<file path="src/hw/rtl/prhd_pkg.sv">
// Shared types, constants and functions of the piecewise rolling hash digest engine.
package prhd_pkg;

   localparam int DIGEST_LEN_DEFAULT = 64;
   localparam int WINDOW_LEN_DEFAULT = 9;

   localparam int HASH_W = 32;
   localparam int BYTE_W = 8;
   localparam int POS_W  = 8;
   localparam int SYM_W  = 7;
   localparam int BS_W   = 31;
   localparam int CSR_IDX_W  = 2;
   localparam int CSR_DATA_W = 31;

   localparam logic [HASH_W-1:0] PIECE_RELOAD = 32'h2802_1967;
   localparam logic [HASH_W-1:0] PIECE_PRIME  = 32'h0100_0193;

   // Register indexes of the configuration port
   localparam logic [CSR_IDX_W-1:0] CSR_BLOCK_SIZE    = 2'd0;
   localparam logic [CSR_IDX_W-1:0] CSR_REPEAT_FILTER = 2'd1;
   localparam logic [CSR_IDX_W-1:0] CSR_DUAL_LANE     = 2'd2;

   // Pending result bits, emitted lowest first
   localparam int RES_TRIG0  = 0;
   localparam int RES_TRIG1  = 1;
   localparam int RES_FLUSH0 = 2;
   localparam int RES_FLUSH1 = 3;
   localparam int RES_N      = 4;

   typedef struct packed {
      logic accept;
      logic hash;
      logic roll;
      logic load_mask;
      logic emit;
      logic finish;
   } cmd_type;

   typedef struct packed {
      logic keep;
      logic mod_busy;
      logic mask_empty;
   } status_type;

   // Whitespace and ASCII punctuation are not hashed.
   function automatic logic is_dropped(input logic [BYTE_W-1:0] b);
      logic d;
      d = (b == 8'h20) || (b >= 8'h09 && b <= 8'h0D) ||
          (b >= 8'h21 && b <= 8'h2F) || (b >= 8'h3A && b <= 8'h40) ||
          (b >= 8'h5B && b <= 8'h60) || (b >= 8'h7B && b <= 8'h7E);
      return d;
   endfunction

   function automatic logic [HASH_W-1:0] sext8(input logic [BYTE_W-1:0] b);
      return {{(HASH_W-BYTE_W){b[BYTE_W-1]}}, b};
   endfunction

   function automatic logic [HASH_W-1:0] piece_mix(input logic [HASH_W-1:0] c,
                                                   input logic [HASH_W-1:0] h);
      logic [HASH_W-1:0] x;
      x = h ^ c;
      return x * PIECE_PRIME;
   endfunction

   // Base64 alphabet: A-Z, a-z, 0-9, '+', '/'
   function automatic logic [SYM_W-1:0] b64_symbol(input logic [5:0] v);
      logic [SYM_W-1:0] s;
      logic [SYM_W-1:0] v7;
      v7 = {1'b0, v};
      priority if (v < 6'd26) begin
         s = 7'd65 + v7;
      end else if (v < 6'd52) begin
         s = 7'd71 + v7;
      end else if (v < 6'd62) begin
         s = v7 - 7'd4;
      end else if (v == 6'd62) begin
         s = 7'd43;
      end else begin
         s = 7'd47;
      end
      return s;
   endfunction

endpackage

</file>
<file path="src/hw/rtl/prhd_mod.sv">
// Bit-serial remainder unit: one quotient bit per cycle over a 32-bit dividend.
module prhd_mod (
   input  logic                        clock,
   input  logic                        reset,
   input  logic                        start,
   input  logic [prhd_pkg::HASH_W-1:0] dividend,
   input  logic [prhd_pkg::HASH_W-1:0] divisor,
   output logic                        busy,
   output logic [prhd_pkg::HASH_W-1:0] remainder
);
   localparam int CountW = $clog2(prhd_pkg::HASH_W);

   logic                        busy_ff, busy_in;
   logic [CountW-1:0]           count_ff, count_in;
   logic [prhd_pkg::HASH_W-1:0] dvd_ff, dvd_in;
   logic [prhd_pkg::HASH_W-1:0] rem_ff, rem_in;
   logic [prhd_pkg::HASH_W:0]   shifted;
   logic [prhd_pkg::HASH_W:0]   dvs;

   assign shifted = {rem_ff, dvd_ff[prhd_pkg::HASH_W-1]};
   assign dvs     = {1'b0, divisor};

   always_comb begin
      busy_in  = busy_ff;
      count_in = count_ff;
      dvd_in   = dvd_ff;
      rem_in   = rem_ff;
      if (start) begin
         busy_in  = 1'b1;
         count_in = '0;
         dvd_in   = dividend;
         rem_in   = '0;
      end else if (busy_ff) begin
         dvd_in   = {dvd_ff[prhd_pkg::HASH_W-2:0], 1'b0};
         rem_in   = (shifted >= dvs) ? 32'(shifted - dvs) : shifted[prhd_pkg::HASH_W-1:0];
         count_in = count_ff + 1'b1;
         if (count_ff == CountW'(prhd_pkg::HASH_W - 1)) begin
            busy_in = 1'b0;
         end
      end
   end

   always_ff @(posedge clock) begin
      if (reset) begin
         busy_ff  <= 1'b0;
         count_ff <= '0;
      end else begin
         busy_ff  <= busy_in;
         count_ff <= count_in;
      end
      dvd_ff <= dvd_in;
      rem_ff <= rem_in;
   end

   assign busy      = busy_ff;
   assign remainder = rem_ff;
endmodule

</file>
<file path="src/hw/rtl/prhd_datapath.sv">
// Datapath: configuration, repeat filter, rolling hash, piece hashes and result register.
module prhd_datapath #(
   parameter int DIGEST_LEN = prhd_pkg::DIGEST_LEN_DEFAULT,
   parameter int WINDOW_LEN = prhd_pkg::WINDOW_LEN_DEFAULT
) (
   input  logic                            clock,
   input  logic                            reset,
   input  logic                            csr_write,
   input  logic [prhd_pkg::CSR_IDX_W-1:0]  csr_index,
   input  logic [prhd_pkg::CSR_DATA_W-1:0] csr_wdata,
   input  logic [prhd_pkg::BYTE_W-1:0]     req_byte_in,
   input  logic                            req_is_last,
   input  prhd_pkg::cmd_type               cmd,
   output prhd_pkg::status_type            status,
   output logic                            out_lane,
   output logic [prhd_pkg::POS_W-1:0]      out_position,
   output logic [prhd_pkg::SYM_W-1:0]      out_symbol,
   output logic                            out_end_of_run
);
   localparam int SlotW = $clog2(WINDOW_LEN);
   localparam int HW = prhd_pkg::HASH_W;
   localparam int BW = prhd_pkg::BYTE_W;
   localparam int PW = prhd_pkg::POS_W;
   localparam int RN = prhd_pkg::RES_N;

   // configuration
   logic [prhd_pkg::BS_W-1:0] block_size_ff;
   logic                      repeat_filter_ff;
   logic                      dual_lane_ff;

   // item being worked on
   logic [BW-1:0] byte_ff, byte_in;
   logic          last_ff, last_in;
   logic          keep_ff, keep_in;

   // hash state
   logic [BW-1:0]    prev_byte_ff, prev_byte_in;
   logic [1:0]       repeat_run_ff, repeat_run_in;
   logic [HW-1:0]    window_sum_ff, window_sum_in;
   logic [HW-1:0]    weighted_sum_ff, weighted_sum_in;
   logic [HW-1:0]    shift_hash_ff, shift_hash_in;
   logic [HW-1:0]    rolling_ff, rolling_in;
   logic [BW-1:0]    window_ff [WINDOW_LEN];
   logic [BW-1:0]    window_in [WINDOW_LEN];
   logic [SlotW-1:0] slot_ff, slot_in;
   logic [HW-1:0]    piece_ff [2];
   logic [HW-1:0]    piece_in [2];
   logic [PW-1:0]    pos_ff [2];
   logic [PW-1:0]    pos_in [2];
   logic [RN-1:0]    mask_ff, mask_in;

   // result register
   logic          lane_ff, lane_in;
   logic [PW-1:0] opos_ff, opos_in;
   logic [prhd_pkg::SYM_W-1:0] sym_ff, sym_in;
   logic          eor_ff, eor_in;

   // helpers
   logic [HW-1:0] c;
   logic [HW-1:0] leaving;
   logic [HW-1:0] roll_sum;
   logic [HW-1:0] bs0, bs1;
   logic [HW-1:0] rem0, rem1;
   logic          busy0, busy1;
   logic [1:0]    run_next;
   logic          trig0, trig1, flush;
   logic          sel_lane, sel_trig;
   logic [RN-1:0] rest;

   assign c        = prhd_pkg::sext8(byte_ff);
   assign leaving  = prhd_pkg::sext8(window_ff[slot_ff]);
   assign roll_sum = window_sum_ff + weighted_sum_ff + shift_hash_ff;
   assign bs0      = {1'b0, block_size_ff};
   assign bs1      = {block_size_ff, 1'b0};

   prhd_mod u_mod0 (
      .clock     (clock),
      .reset     (reset),
      .start     (cmd.roll),
      .dividend  (roll_sum),
      .divisor   (bs0),
      .busy      (busy0),
      .remainder (rem0)
   );

   prhd_mod u_mod1 (
      .clock     (clock),
      .reset     (reset),
      .start     (cmd.roll),
      .dividend  (roll_sum),
      .divisor   (bs1),
      .busy      (busy1),
      .remainder (rem1)
   );

   assign trig0 = keep_ff && (bs0 != '0) && (rem0 == bs0 - 32'd1);
   assign trig1 = keep_ff && dual_lane_ff && (bs1 != '0) && (rem1 == bs1 - 32'd1);
   assign flush = last_ff && (rolling_ff != '0);

   always_comb begin
      // pick the next pending result, lowest bit first
      priority if (mask_ff[prhd_pkg::RES_TRIG0]) begin
         sel_lane = 1'b0;
         sel_trig = 1'b1;
         rest     = mask_ff & 4'b1110;
      end else if (mask_ff[prhd_pkg::RES_TRIG1]) begin
         sel_lane = 1'b1;
         sel_trig = 1'b1;
         rest     = mask_ff & 4'b1100;
      end else if (mask_ff[prhd_pkg::RES_FLUSH0]) begin
         sel_lane = 1'b0;
         sel_trig = 1'b0;
         rest     = mask_ff & 4'b1000;
      end else begin
         sel_lane = 1'b1;
         sel_trig = 1'b0;
         rest     = '0;
      end
   end

   always_comb begin
      run_next = '0;
      if (req_byte_in == prev_byte_ff) begin
         run_next = (repeat_run_ff == 2'd3) ? 2'd3 : repeat_run_ff + 2'd1;
      end
   end

   always_comb begin
      byte_in         = byte_ff;
      last_in         = last_ff;
      keep_in         = keep_ff;
      prev_byte_in    = prev_byte_ff;
      repeat_run_in   = repeat_run_ff;
      window_sum_in   = window_sum_ff;
      weighted_sum_in = weighted_sum_ff;
      shift_hash_in   = shift_hash_ff;
      rolling_in      = rolling_ff;
      window_in       = window_ff;
      slot_in         = slot_ff;
      piece_in        = piece_ff;
      pos_in          = pos_ff;
      mask_in         = mask_ff;
      lane_in         = lane_ff;
      opos_in         = opos_ff;
      sym_in          = sym_ff;
      eor_in          = eor_ff;

      if (cmd.accept) begin
         byte_in       = req_byte_in;
         last_in       = req_is_last;
         prev_byte_in  = req_byte_in;
         repeat_run_in = run_next;
         keep_in       = !prhd_pkg::is_dropped(req_byte_in) &&
                         !(repeat_filter_ff && run_next == 2'd3);
      end

      if (cmd.hash && keep_ff) begin
         weighted_sum_in    = weighted_sum_ff - window_sum_ff + c * HW'(WINDOW_LEN);
         window_sum_in      = window_sum_ff + c - leaving;
         window_in[slot_ff] = byte_ff;
         slot_in            = (slot_ff == SlotW'(WINDOW_LEN - 1)) ? '0 : slot_ff + 1'b1;
         shift_hash_in      = {shift_hash_ff[HW-6:0], 5'b0} ^ c;
         piece_in[0]        = prhd_pkg::piece_mix(c, piece_ff[0]);
         if (dual_lane_ff) begin
            piece_in[1] = prhd_pkg::piece_mix(c, piece_ff[1]);
         end
      end

      if (cmd.roll) begin
         rolling_in = roll_sum;
      end

      if (cmd.load_mask) begin
         mask_in = '0;
         mask_in[prhd_pkg::RES_TRIG0]  = trig0;
         mask_in[prhd_pkg::RES_TRIG1]  = trig1;
         mask_in[prhd_pkg::RES_FLUSH0] = flush;
         mask_in[prhd_pkg::RES_FLUSH1] = flush && dual_lane_ff;
      end

      if (cmd.emit) begin
         lane_in = sel_lane;
         opos_in = pos_ff[sel_lane];
         sym_in  = prhd_pkg::b64_symbol(piece_ff[sel_lane][5:0]);
         eor_in  = (rest == '0);
         mask_in = rest;
         if (sel_trig && pos_ff[sel_lane] < PW'(DIGEST_LEN - 2)) begin
            piece_in[sel_lane] = prhd_pkg::PIECE_RELOAD;
            pos_in[sel_lane]   = pos_ff[sel_lane] + 1'b1;
         end
      end

      // end of message: return the hash state to its reset values
      if (cmd.finish && last_ff) begin
         prev_byte_in    = '0;
         repeat_run_in   = '0;
         window_sum_in   = '0;
         weighted_sum_in = '0;
         shift_hash_in   = '0;
         rolling_in      = '0;
         slot_in         = '0;
         for (int i = 0; i < WINDOW_LEN; i++) begin
            window_in[i] = '0;
         end
         for (int l = 0; l < 2; l++) begin
            piece_in[l] = '0;
            pos_in[l]   = '0;
         end
      end
   end

   always_ff @(posedge clock) begin
      if (reset) begin
         block_size_ff    <= prhd_pkg::BS_W'(3);
         repeat_filter_ff <= 1'b1;
         dual_lane_ff     <= 1'b0;
      end else if (csr_write) begin
         unique case (csr_index)
            prhd_pkg::CSR_BLOCK_SIZE:    block_size_ff    <= csr_wdata[prhd_pkg::BS_W-1:0];
            prhd_pkg::CSR_REPEAT_FILTER: repeat_filter_ff <= csr_wdata[0];
            prhd_pkg::CSR_DUAL_LANE:     dual_lane_ff     <= csr_wdata[0];
            default: begin
            end
         endcase
      end
   end

   always_ff @(posedge clock) begin
      if (reset) begin
         prev_byte_ff    <= '0;
         repeat_run_ff   <= '0;
         window_sum_ff   <= '0;
         weighted_sum_ff <= '0;
         shift_hash_ff   <= '0;
         rolling_ff      <= '0;
         slot_ff         <= '0;
         mask_ff         <= '0;
         for (int i = 0; i < WINDOW_LEN; i++) begin
            window_ff[i] <= '0;
         end
         for (int l = 0; l < 2; l++) begin
            piece_ff[l] <= '0;
            pos_ff[l]   <= '0;
         end
      end else begin
         prev_byte_ff    <= prev_byte_in;
         repeat_run_ff   <= repeat_run_in;
         window_sum_ff   <= window_sum_in;
         weighted_sum_ff <= weighted_sum_in;
         shift_hash_ff   <= shift_hash_in;
         rolling_ff      <= rolling_in;
         slot_ff         <= slot_in;
         mask_ff         <= mask_in;
         window_ff       <= window_in;
         piece_ff        <= piece_in;
         pos_ff          <= pos_in;
      end
      byte_ff <= byte_in;
      last_ff <= last_in;
      keep_ff <= keep_in;
      lane_ff <= lane_in;
      opos_ff <= opos_in;
      sym_ff  <= sym_in;
      eor_ff  <= eor_in;
   end

   assign status.keep       = keep_ff;
   assign status.mod_busy   = busy0 || busy1;
   assign status.mask_empty = (mask_ff == '0);

   assign out_lane       = lane_ff;
   assign out_position   = opos_ff;
   assign out_symbol     = sym_ff;
   assign out_end_of_run = eor_ff;
endmodule

</file>
<file path="src/hw/rtl/prhd_ctrl.sv">
// Controller: sequences each item through hash, remainder (kept bytes only) and result emission.
module prhd_ctrl (
   input  logic                 clock,
   input  logic                 reset,
   input  logic                 req_valid,
   output logic                 req_ready,
   output logic                 rsp_valid,
   input  logic                 rsp_ready,
   input  prhd_pkg::status_type status,
   output prhd_pkg::cmd_type    cmd
);
   localparam logic [2:0] S_IDLE = 3'd0;
   localparam logic [2:0] S_HASH = 3'd1;
   localparam logic [2:0] S_ROLL = 3'd2;
   localparam logic [2:0] S_MOD  = 3'd3;
   localparam logic [2:0] S_MASK = 3'd4;
   localparam logic [2:0] S_EMIT = 3'd5;

   logic [2:0] state_ff, state_in;
   logic       rsp_valid_ff, rsp_valid_in;
   logic       out_free;

   assign out_free = !rsp_valid_ff || rsp_ready;

   always_comb begin
      state_in = state_ff;
      cmd      = '0;
      unique case (state_ff)
         S_IDLE: begin
            if (req_valid) begin
               cmd.accept = 1'b1;
               state_in   = S_HASH;
            end
         end
         S_HASH: begin
            cmd.hash = 1'b1;
            state_in = status.keep ? S_ROLL : S_MASK;
         end
         S_ROLL: begin
            cmd.roll = 1'b1;
            state_in = S_MOD;
         end
         S_MOD: begin
            if (!status.mod_busy) begin
               state_in = S_MASK;
            end
         end
         S_MASK: begin
            cmd.load_mask = 1'b1;
            state_in      = S_EMIT;
         end
         S_EMIT: begin
            if (status.mask_empty) begin
               cmd.finish = 1'b1;
               state_in   = S_IDLE;
            end else if (out_free) begin
               cmd.emit = 1'b1;
            end
         end
         default: state_in = S_IDLE;
      endcase
   end

   // hold the result until taken, load a new one when the register frees up
   assign rsp_valid_in = cmd.emit || (rsp_valid_ff && !rsp_ready);

   always_ff @(posedge clock) begin
      if (reset) begin
         state_ff     <= S_IDLE;
         rsp_valid_ff <= 1'b0;
      end else begin
         state_ff     <= state_in;
         rsp_valid_ff <= rsp_valid_in;
      end
   end

   assign req_ready = (state_ff == S_IDLE);
   assign rsp_valid = rsp_valid_ff;
endmodule

</file>
<file path="src/hw/rtl/piecewise_rolling_hash_digest.sv">
// Top level of the piecewise rolling hash digest engine.
// Usage:
//   req_*  : one message byte per item, req_is_last marks the final byte.
//   rsp_*  : digest symbols (lane, position, base64 symbol); rsp_end_of_run
//            flags the last result caused by an input byte.
//   csr_*  : register writes (block size, repeat filter, dual lane), always
//            ready; write only while no byte is in flight.
// Sequencing: one byte at a time. A hashed byte passes the hash, roll,
//   remainder, mask and emit steps; the bit-serial remainder unit tests
//   the rolling hash against the block size. A dropped byte skips the roll
//   and remainder steps. At most four results per byte.
// Results go through a one-entry output register; if the receiver stalls,
//   the engine waits with the next result, and req_ready stays low until the
//   last result of the current byte is loaded.
// Reset (synchronous, active high) restores block size 3, repeat filter on,
//   single lane, and clears all hash state; the final byte of a message does
//   the same for the hash state after its flush.
module piecewise_rolling_hash_digest #(
   parameter int DIGEST_LEN = prhd_pkg::DIGEST_LEN_DEFAULT,
   parameter int WINDOW_LEN = prhd_pkg::WINDOW_LEN_DEFAULT
) (
   input  logic                            clock,
   input  logic                            reset,
   input  logic                            csr_valid,
   output logic                            csr_ready,
   input  logic [prhd_pkg::CSR_IDX_W-1:0]  csr_index,
   input  logic [prhd_pkg::CSR_DATA_W-1:0] csr_wdata,
   input  logic                            req_valid,
   output logic                            req_ready,
   input  logic [prhd_pkg::BYTE_W-1:0]     req_byte_in,
   input  logic                            req_is_last,
   output logic                            rsp_valid,
   input  logic                            rsp_ready,
   output logic                            rsp_lane,
   output logic [prhd_pkg::POS_W-1:0]      rsp_position,
   output logic [prhd_pkg::SYM_W-1:0]      rsp_symbol,
   output logic                            rsp_end_of_run
);
   prhd_pkg::cmd_type    cmd;
   prhd_pkg::status_type status;

   assign csr_ready = 1'b1;

   prhd_ctrl u_ctrl (
      .clock     (clock),
      .reset     (reset),
      .req_valid (req_valid),
      .req_ready (req_ready),
      .rsp_valid (rsp_valid),
      .rsp_ready (rsp_ready),
      .status    (status),
      .cmd       (cmd)
   );

   prhd_datapath #(
      .DIGEST_LEN (DIGEST_LEN),
      .WINDOW_LEN (WINDOW_LEN)
   ) u_datapath (
      .clock          (clock),
      .reset          (reset),
      .csr_write      (csr_valid && csr_ready),
      .csr_index      (csr_index),
      .csr_wdata      (csr_wdata),
      .req_byte_in    (req_byte_in),
      .req_is_last    (req_is_last),
      .cmd            (cmd),
      .status         (status),
      .out_lane       (rsp_lane),
      .out_position   (rsp_position),
      .out_symbol     (rsp_symbol),
      .out_end_of_run (rsp_end_of_run)
   );
endmodule

</file>
<file path="config.mk">
export PLATFORM = sky130hd
export DESIGN_NAME = piecewise_rolling_hash_digest
export DESIGN_NICKNAME = d
export VERILOG_FILES = /design/src/hw/rtl/prhd_pkg.sv /design/src/hw/rtl/prhd_mod.sv /design/src/hw/rtl/prhd_datapath.sv /design/src/hw/rtl/prhd_ctrl.sv /design/src/hw/rtl/piecewise_rolling_hash_digest.sv
export SDC_FILE = /design/constraint.sdc
export NUM_CORES = 2
export LEC_CHECK = 0
export CAP_MARGIN = 40
export CELL_PAD_IN_SITES_DETAIL_PLACEMENT = 2
export CELL_PAD_IN_SITES_GLOBAL_PLACEMENT = 2
export CORE_ASPECT_RATIO = 1.1
export CORE_MARGIN = 1
export CORE_UTILIZATION = 45
export CTS_BUF_LIST = sky130_fd_sc_hd__clkbuf_4
export CTS_CLUSTER_DIAMETER = 200
export DETAILED_ROUTE_END_ITERATION = 10
export DONT_BUFFER_PORTS = 1
export GPL_ROUTABILITY_DRIVEN = 0
export PLACE_DENSITY = 0.88
export SLEW_MARGIN = 40
export SYNTH_ARGS = -nofsm -noshare
export SYNTH_HDL_FRONTEND = slang
export SYNTH_SLANG_ARGS = --single-unit
</file>
<file path="constraint.sdc">
create_clock -name clock -period 18.3 [get_ports clock]
set_input_delay 0.915 -clock clock [delete_from_list [all_inputs] [get_ports clock]]
set_output_delay 0.915 -clock clock [all_outputs]
set_load 0.01 [all_outputs]
</file>
After elaboration in Yosys (flattened, before gate mapping)
Index checks and enable logic that the tools add are counted.
Word-level totals
  flip-flop bits (word level): 502
  output and inout bits: 20
  word-level logic and storage cells: 222
Operators by class
  add/subtract/negate cells: 18
  equality and inequality tests: 20
  multipliers: 3
  reductions and logical operators: 48
  bitwise logic cells: 8
  multiplexer cells: 64
  order comparisons: 20
Operators by type and width (number)
  32-bit two-way mux: 8
  64-bit two-way mux: 3
  32-bit adder: 4
  32-bit subtractor: 3
  32-bit XOR: 3
  72-bit bitwise mux: 1
  32-bit equality test: 2
  32-bit by 25-bit multiplier with 32-bit output (second input constant): 2
  32-bit nonzero test: 2
  8-bit two-way mux: 7
  42-bit bitwise AND: 1
  42-bit inverter: 1
  33-bit by 31-bit >= comparator with 1-bit output: 1
  33-bit by 32-bit >= comparator with 1-bit output: 1
  8-bit binary-select mux with 4-bit select: 1
  32-bit demux with 1-bit select: 1
  8-bit demux with 4-bit select: 1
  31-bit by 1-bit subtractor with 32-bit output (second input constant): 1
  32-bit by 1-bit subtractor with 32-bit output (second input constant): 1
  32-bit by 31-bit subtractor with 32-bit output: 1
  8-bit by 7-bit less-or-equal comparator with 1-bit output (second input constant): 3
  4-bit two-way mux: 6
  22-bit OR: 1
  7-bit two-way mux: 3
  other kinds (49): 123

Depth between registers and ports, before layout
  depth in word-level cells: 12
  gate-level depth with buffers: 23
  mapped depth without buffers: 23

Cells and area by module
A second synthesis with hierarchy kept.
Second synthesis, totals
  cell total of the unflattened synthesis: 3758
  area total of the unflattened synthesis: 31923.1 um^2
Modules (own cells, without submodules)
  prhd_datapath: cells each 2615, sequential area each 6396.1 um^2, area an instance 21740.9 um^2, times used 1
  prhd_mod at u_datapath.u_mod0: cells each 560, sequential area each 1721.7 um^2, area an instance 5038.6 um^2, times used 1
  prhd_mod at u_datapath.u_mod1: cells each 548, sequential area each 1721.7 um^2, area an instance 4867.2 um^2, times used 1
  prhd_ctrl: cells each 33, sequential area each 80.1 um^2, area an instance 265.3 um^2, times used 1
  piecewise_rolling_hash_digest: cells each 2, sequential area each 0.0 um^2, area an instance 11.3 um^2, times used 1

Least setup slack after synthesis
Ideal clock, no wire load.
  path kind: register to register
  from: register u_datapath.slot_ff[2]
  to: register u_datapath.window_sum_ff[31]
  arrival time: 6.380 ns
  setup slack: 11.850 ns
  buffers on the path: 1
  clock period less this slack: 6.450 ns
  cell stages (with the launch flop): 19
  setup time: 0.070 ns
  cells stage by stage: dfxtp_1 clkbuf_1 mux4_2 a21oi_1 o21ai_0 fa_1 inv_1 ha_1 a21oi_1 o21a_1 nand2_1 o21ai_0 nor4_1 or4_1 nand2_1 o21ai_0 xnor2_1 or3_1 a21oi_1
Between the ends
  longest elaborated chain between the ends: 5
Ends and longest elaborated chain
  from (decl): RTL line prhd_datapath.sv:45  | logic [SlotW-1:0] slot_ff, slot_in;
  from (signal assigned): RTL line prhd_datapath.sv:252  | slot_ff <= slot_in;
  4-bit inverter with 5-bit output (implied by the code): RTL line prhd_datapath.sv:71  | assign leaving = prhd_pkg::sext8(window_ff[slot_ff]);
  8-bit binary-select mux with 4-bit select: RTL line prhd_datapath.sv:71
  8-bit two-way mux (implied by the code) (2 in series): RTL line prhd_datapath.sv:71
  32-bit subtractor: RTL line prhd_datapath.sv:159  | window_sum_in = window_sum_ff + c - leaving;
  to (signal assigned): RTL line prhd_datapath.sv:248  | window_sum_ff <= window_sum_in;
  to (decl): RTL line prhd_datapath.sv:39  | logic [HW-1:0] window_sum_ff, window_sum_in;
No other way between the ends. The select of a mux whose other input is x is not followed.
A chain may end at the register's enable or synchronous reset.

Worst setup path in the final report
  from: register u_datapath.byte_ff[4]
  to: register u_datapath.weighted_sum_ff[30]
Between the ends
  longest elaborated chain between the ends: 2
Ends and longest elaborated chain
  from (decl): RTL line prhd_datapath.sv:32  | logic [BW-1:0] byte_ff, byte_in;
  from (signal assigned): RTL line prhd_datapath.sv:258  | byte_ff <= byte_in;
  8-bit by 5-bit multiplier with 13-bit output: RTL line prhd_datapath.sv:158  | weighted_sum_in = weighted_sum_ff - window_sum_ff + c * HW'(WINDOW_LEN);
  32-bit adder: RTL line prhd_datapath.sv:158
  to (signal assigned): RTL line prhd_datapath.sv:249  | weighted_sum_ff <= weighted_sum_in;
  to (decl): RTL line prhd_datapath.sv:40  | logic [HW-1:0] weighted_sum_ff, weighted_sum_in;
No other way between the ends.

==> impl_metrics.csv <==
group,metric,value,unit
timing,timing.slew.headroom,30.1,%
synth,ys_seq_area_share,32.9,%
min_path,min_path_type,"input port to flop",
clocking,clock-sinks,450,
clocking,ctsHoldBuffers,34,
power_and_ir_drop,p_leak,0.0135,uW
critical_path,crit_arrival,8.77,ns
critical_path,crit_path_start,"u_datapath.byte_ff[4]",
clocking,htreeDepth,4,
synth,avgSynthCellArea,8.41,sq um
layout,final_common_cell,"nand2_1",
grt,globalRouteOverflowTotal,0,
clocking,cts_tree,"done",
grt,grt_max_degree,82,
power_and_ir_drop,peakVddDrop,0.0717,mV
synth,synth_top_flop_cell,"dfxtp_1",
placed_design,post-dp-hpwl,83.1,mm
grt,grt_usage,47.5,%
floorplanning,io_pins,67,
synth,yosysUniqueCellTypes,84,
timing,tns,0,ns
critical_path,crit_path_start_kind,"flop",
routing,routedWlPerCell,35.9,microns
floorplanning,core_area,66300,sq um
critical_path,worstPathRequired,19.26,ns
critical_path,crit_type,"flop to flop",
power_and_ir_drop,powerDensity,203,nW/um^2
synth,async_reset_ff_share,0,%
placed_design,io_buffers,0,
layout,area_growth,10.1,%
routing,drt_iter0_drc,3185,
timing,max_freq,0.128,GHz
routing,route.detailed.drc,0,
synth,synth_cells,3579,
synth,synth_edf_count,91,
timing,rsz0062_at_grt,"false",
timing,fin_skew,0.104,ns
run_status,status,"finished clean",
timing,period_needed,7.81,ns
floorplanning,row_count,99,
timing,worstMarginPinSlew,1.03,ns
synth,syn_nets,3928,
grt,grt_pass1_wl,243,mm
layout,fin_nets,3970,
grt,grt_pass1_vias,35843,
clocking,cts_buffer_depth,3,
critical_path,cp_max_fo,20,
power_and_ir_drop,total_power,6730,uW
timing,hold_viol_final,0,
floorplanning,initial_core_util,45.4,%
clocking,cts_buffers,135,
timing,drv_slew,0,
timing,setup_viol_count_final,0,
routing,first_pass_iters,6,
clocking,cts_resized,0,
synth,ys_seq_elements,450,
grt,antenna_found_initial,9,
routing,routed_wl,165,mm
floorplanning,die_h,273,microns
clocking,clock_latency,1.12,ns
clocking,root_buffer,"clkbuf_4",
layout,finalCoreUtilization,50.0,%
critical_path,r2r_start,"u_datapath.byte_ff[4]",
critical_path,end_kind,"flop",
timing,fin_crit_sh,42.7,%
layout,layout-drive-gt1-share,8.71,%
synth,mappedNetlistArea,30100,sq um
layout,final_cell_mix,"545 x nand2_1, 416 x a21oi_1, 355 x dfxtp_1",
routing,route.vias.total,31867,
floorplanning,die_w,249,microns
clocking,post_cts_buffers,0,
routing,vias_per_cell,6.95,
routing,ant_nets,0,
clocking,clk_pin_slew,0.08,ns
floorplanning,die_area,67900,sq um
job,cap_violations,0,
min_path,hp-start,"req_byte_in[3]",
synth,synth_warnings,0,
-- per-stage QoR --
stage / cell area (sq um) / instances / setup WS [ns] / hold WS [ns]
2_1_floorplan: 30100 / 3579 / 11.85 / 0.424
3_3_place_gp: 30900 / 4304 / 11.99 / 0.436
3_5_place_dp: 30900 / 4305 / 11.38 / 0.452
4_1_cts: 33100 / 4576 / 10.97 / 0.00401
5_1_grt: 33100 / 4583 / 10.41 / 0.0296
6_report: 33200 / 4586 / 10.49 / 0.0212
-- path summary, 6_finish.rpt --
path                            slack [ns]  depth (start not counted)                              to
worst max-delay path                 10.49                         23  u_datapath.weighted_sum_ff[30]
worst min register to register        0.49                          2        u_datapath.window_ff[24]
worst max register to register       10.49                         23  u_datapath.weighted_sum_ff[30]
worst min-delay path                  0.02                          2      u_datapath.prev_byte_ff[3]
-- power breakdown --
group	internal, uW	switching (uW)
registers	1200	302
clock network	559	608
logic	1380	2680
-- routing by layer --
metal	up-vias	track usage [%]	part of all wire [%]
met5	-	0.0697	0.021
met4	6	40.9	9.7
met3	1126	12.1	7.9
met2	2371	81.2	48
met1	15802	49.1	34
li1	12562	-	-
-- worst max-delay path, stage by stage (launching register included) --
cell	delay, ns
edfxtp_1	0.76
ha_1	0.47
ha_1	0.22
inv_1	0.08
fa_1	0.43
nor2b_1	0.20
o21ai_0	0.17
a21boi_0	0.41
o21a_1	0.19
o21ai_0	0.15
xnor2_2	0.19
buf_4	0.41
fa_1	0.53
ha_1	0.44
and3_1	0.34
and3_1	0.22
a21oi_1	0.18
o31ai_1	0.59
a221o_1	0.29
a21oi_1	0.14
o21ai_0	0.54
a31oi_1	0.27
xor2_1	0.20
o21ai_0	0.20
-- registers in the layout, summed over array words and instances (netlist names), 2 cells and up --
register	flops
u_datapath.u_mod1.count_ff	5
u_datapath.out_symbol	7
u_ctrl.state_ff	3
u_datapath.pos_ff	16
u_datapath.u_mod1.remainder	32
u_datapath.rolling_ff	32
u_datapath.byte_ff	8
u_datapath.out_position	8
u_datapath.shift_hash_ff	32
u_datapath.piece_ff	12
u_datapath.block_size_ff	31
u_datapath.window_sum_ff	32
u_datapath.window_ff	72
u_datapath.prev_byte_ff	8
u_datapath.weighted_sum_ff	32
u_datapath.slot_ff	4
u_datapath.u_mod0.dvd_ff	32
u_datapath.repeat_run_ff	2
u_datapath.u_mod1.dvd_ff	32
u_datapath.u_mod0.remainder	32
u_datapath.u_mod0.count_ff	5
u_datapath.mask_ff	4
-- cell type report --
type                       count  area, sq um
tap                          858         1070
inverter                     212          796
antenna                        7         17.5
clock inverter                37          280
fill                        7026        33100
clock buffer                 200         1500
sequential                   450         9920
timing repair buffer          67          656
multi-input combinational   2755        18900
-- cells by family (layout without fill, tap and decap cells) --
family	count (synthesis)	after routing	share of synthesized area (%)
adder cells (fa/ha/maj)	303	303	15.1
multiplexers	76	76	2.90
buffers and inverters	374	516	4.70
flip-flops	450	450	32.9
AND/OR/NAND/NOR	1163	1163	17.4
other	1	8	0.0125
AO/OA/AOI/OAI	912	912	18.3
XOR/XNOR	300	300	8.78
-- cell usage after synthesis (all sizes together), types with 23 or more instances --
master  count  area share, %
edfxtp     91            9.1
nand2b     34           0.71
xnor2     193            5.7
nor4       31           0.71
nor2b      32           0.66
nor3       42           0.74
o21ai     146            2.4
ha        203            8.4
a31oi      29           0.62
a21o       93            2.3
dfxtp     359             24
mux2i      59            2.0
nor2      236            2.9
a211oi     78            2.0
clkbuf    139            1.7
inv       212            2.6
nand2     547            6.8
nand3     120            2.0
xor2      107            3.1
buf        23           0.32
nand4      29           0.62
fa         99            6.6
a21oi     418            6.9
o21a       27           0.67
Note: power is estimated with default switching activity, not from simulation.
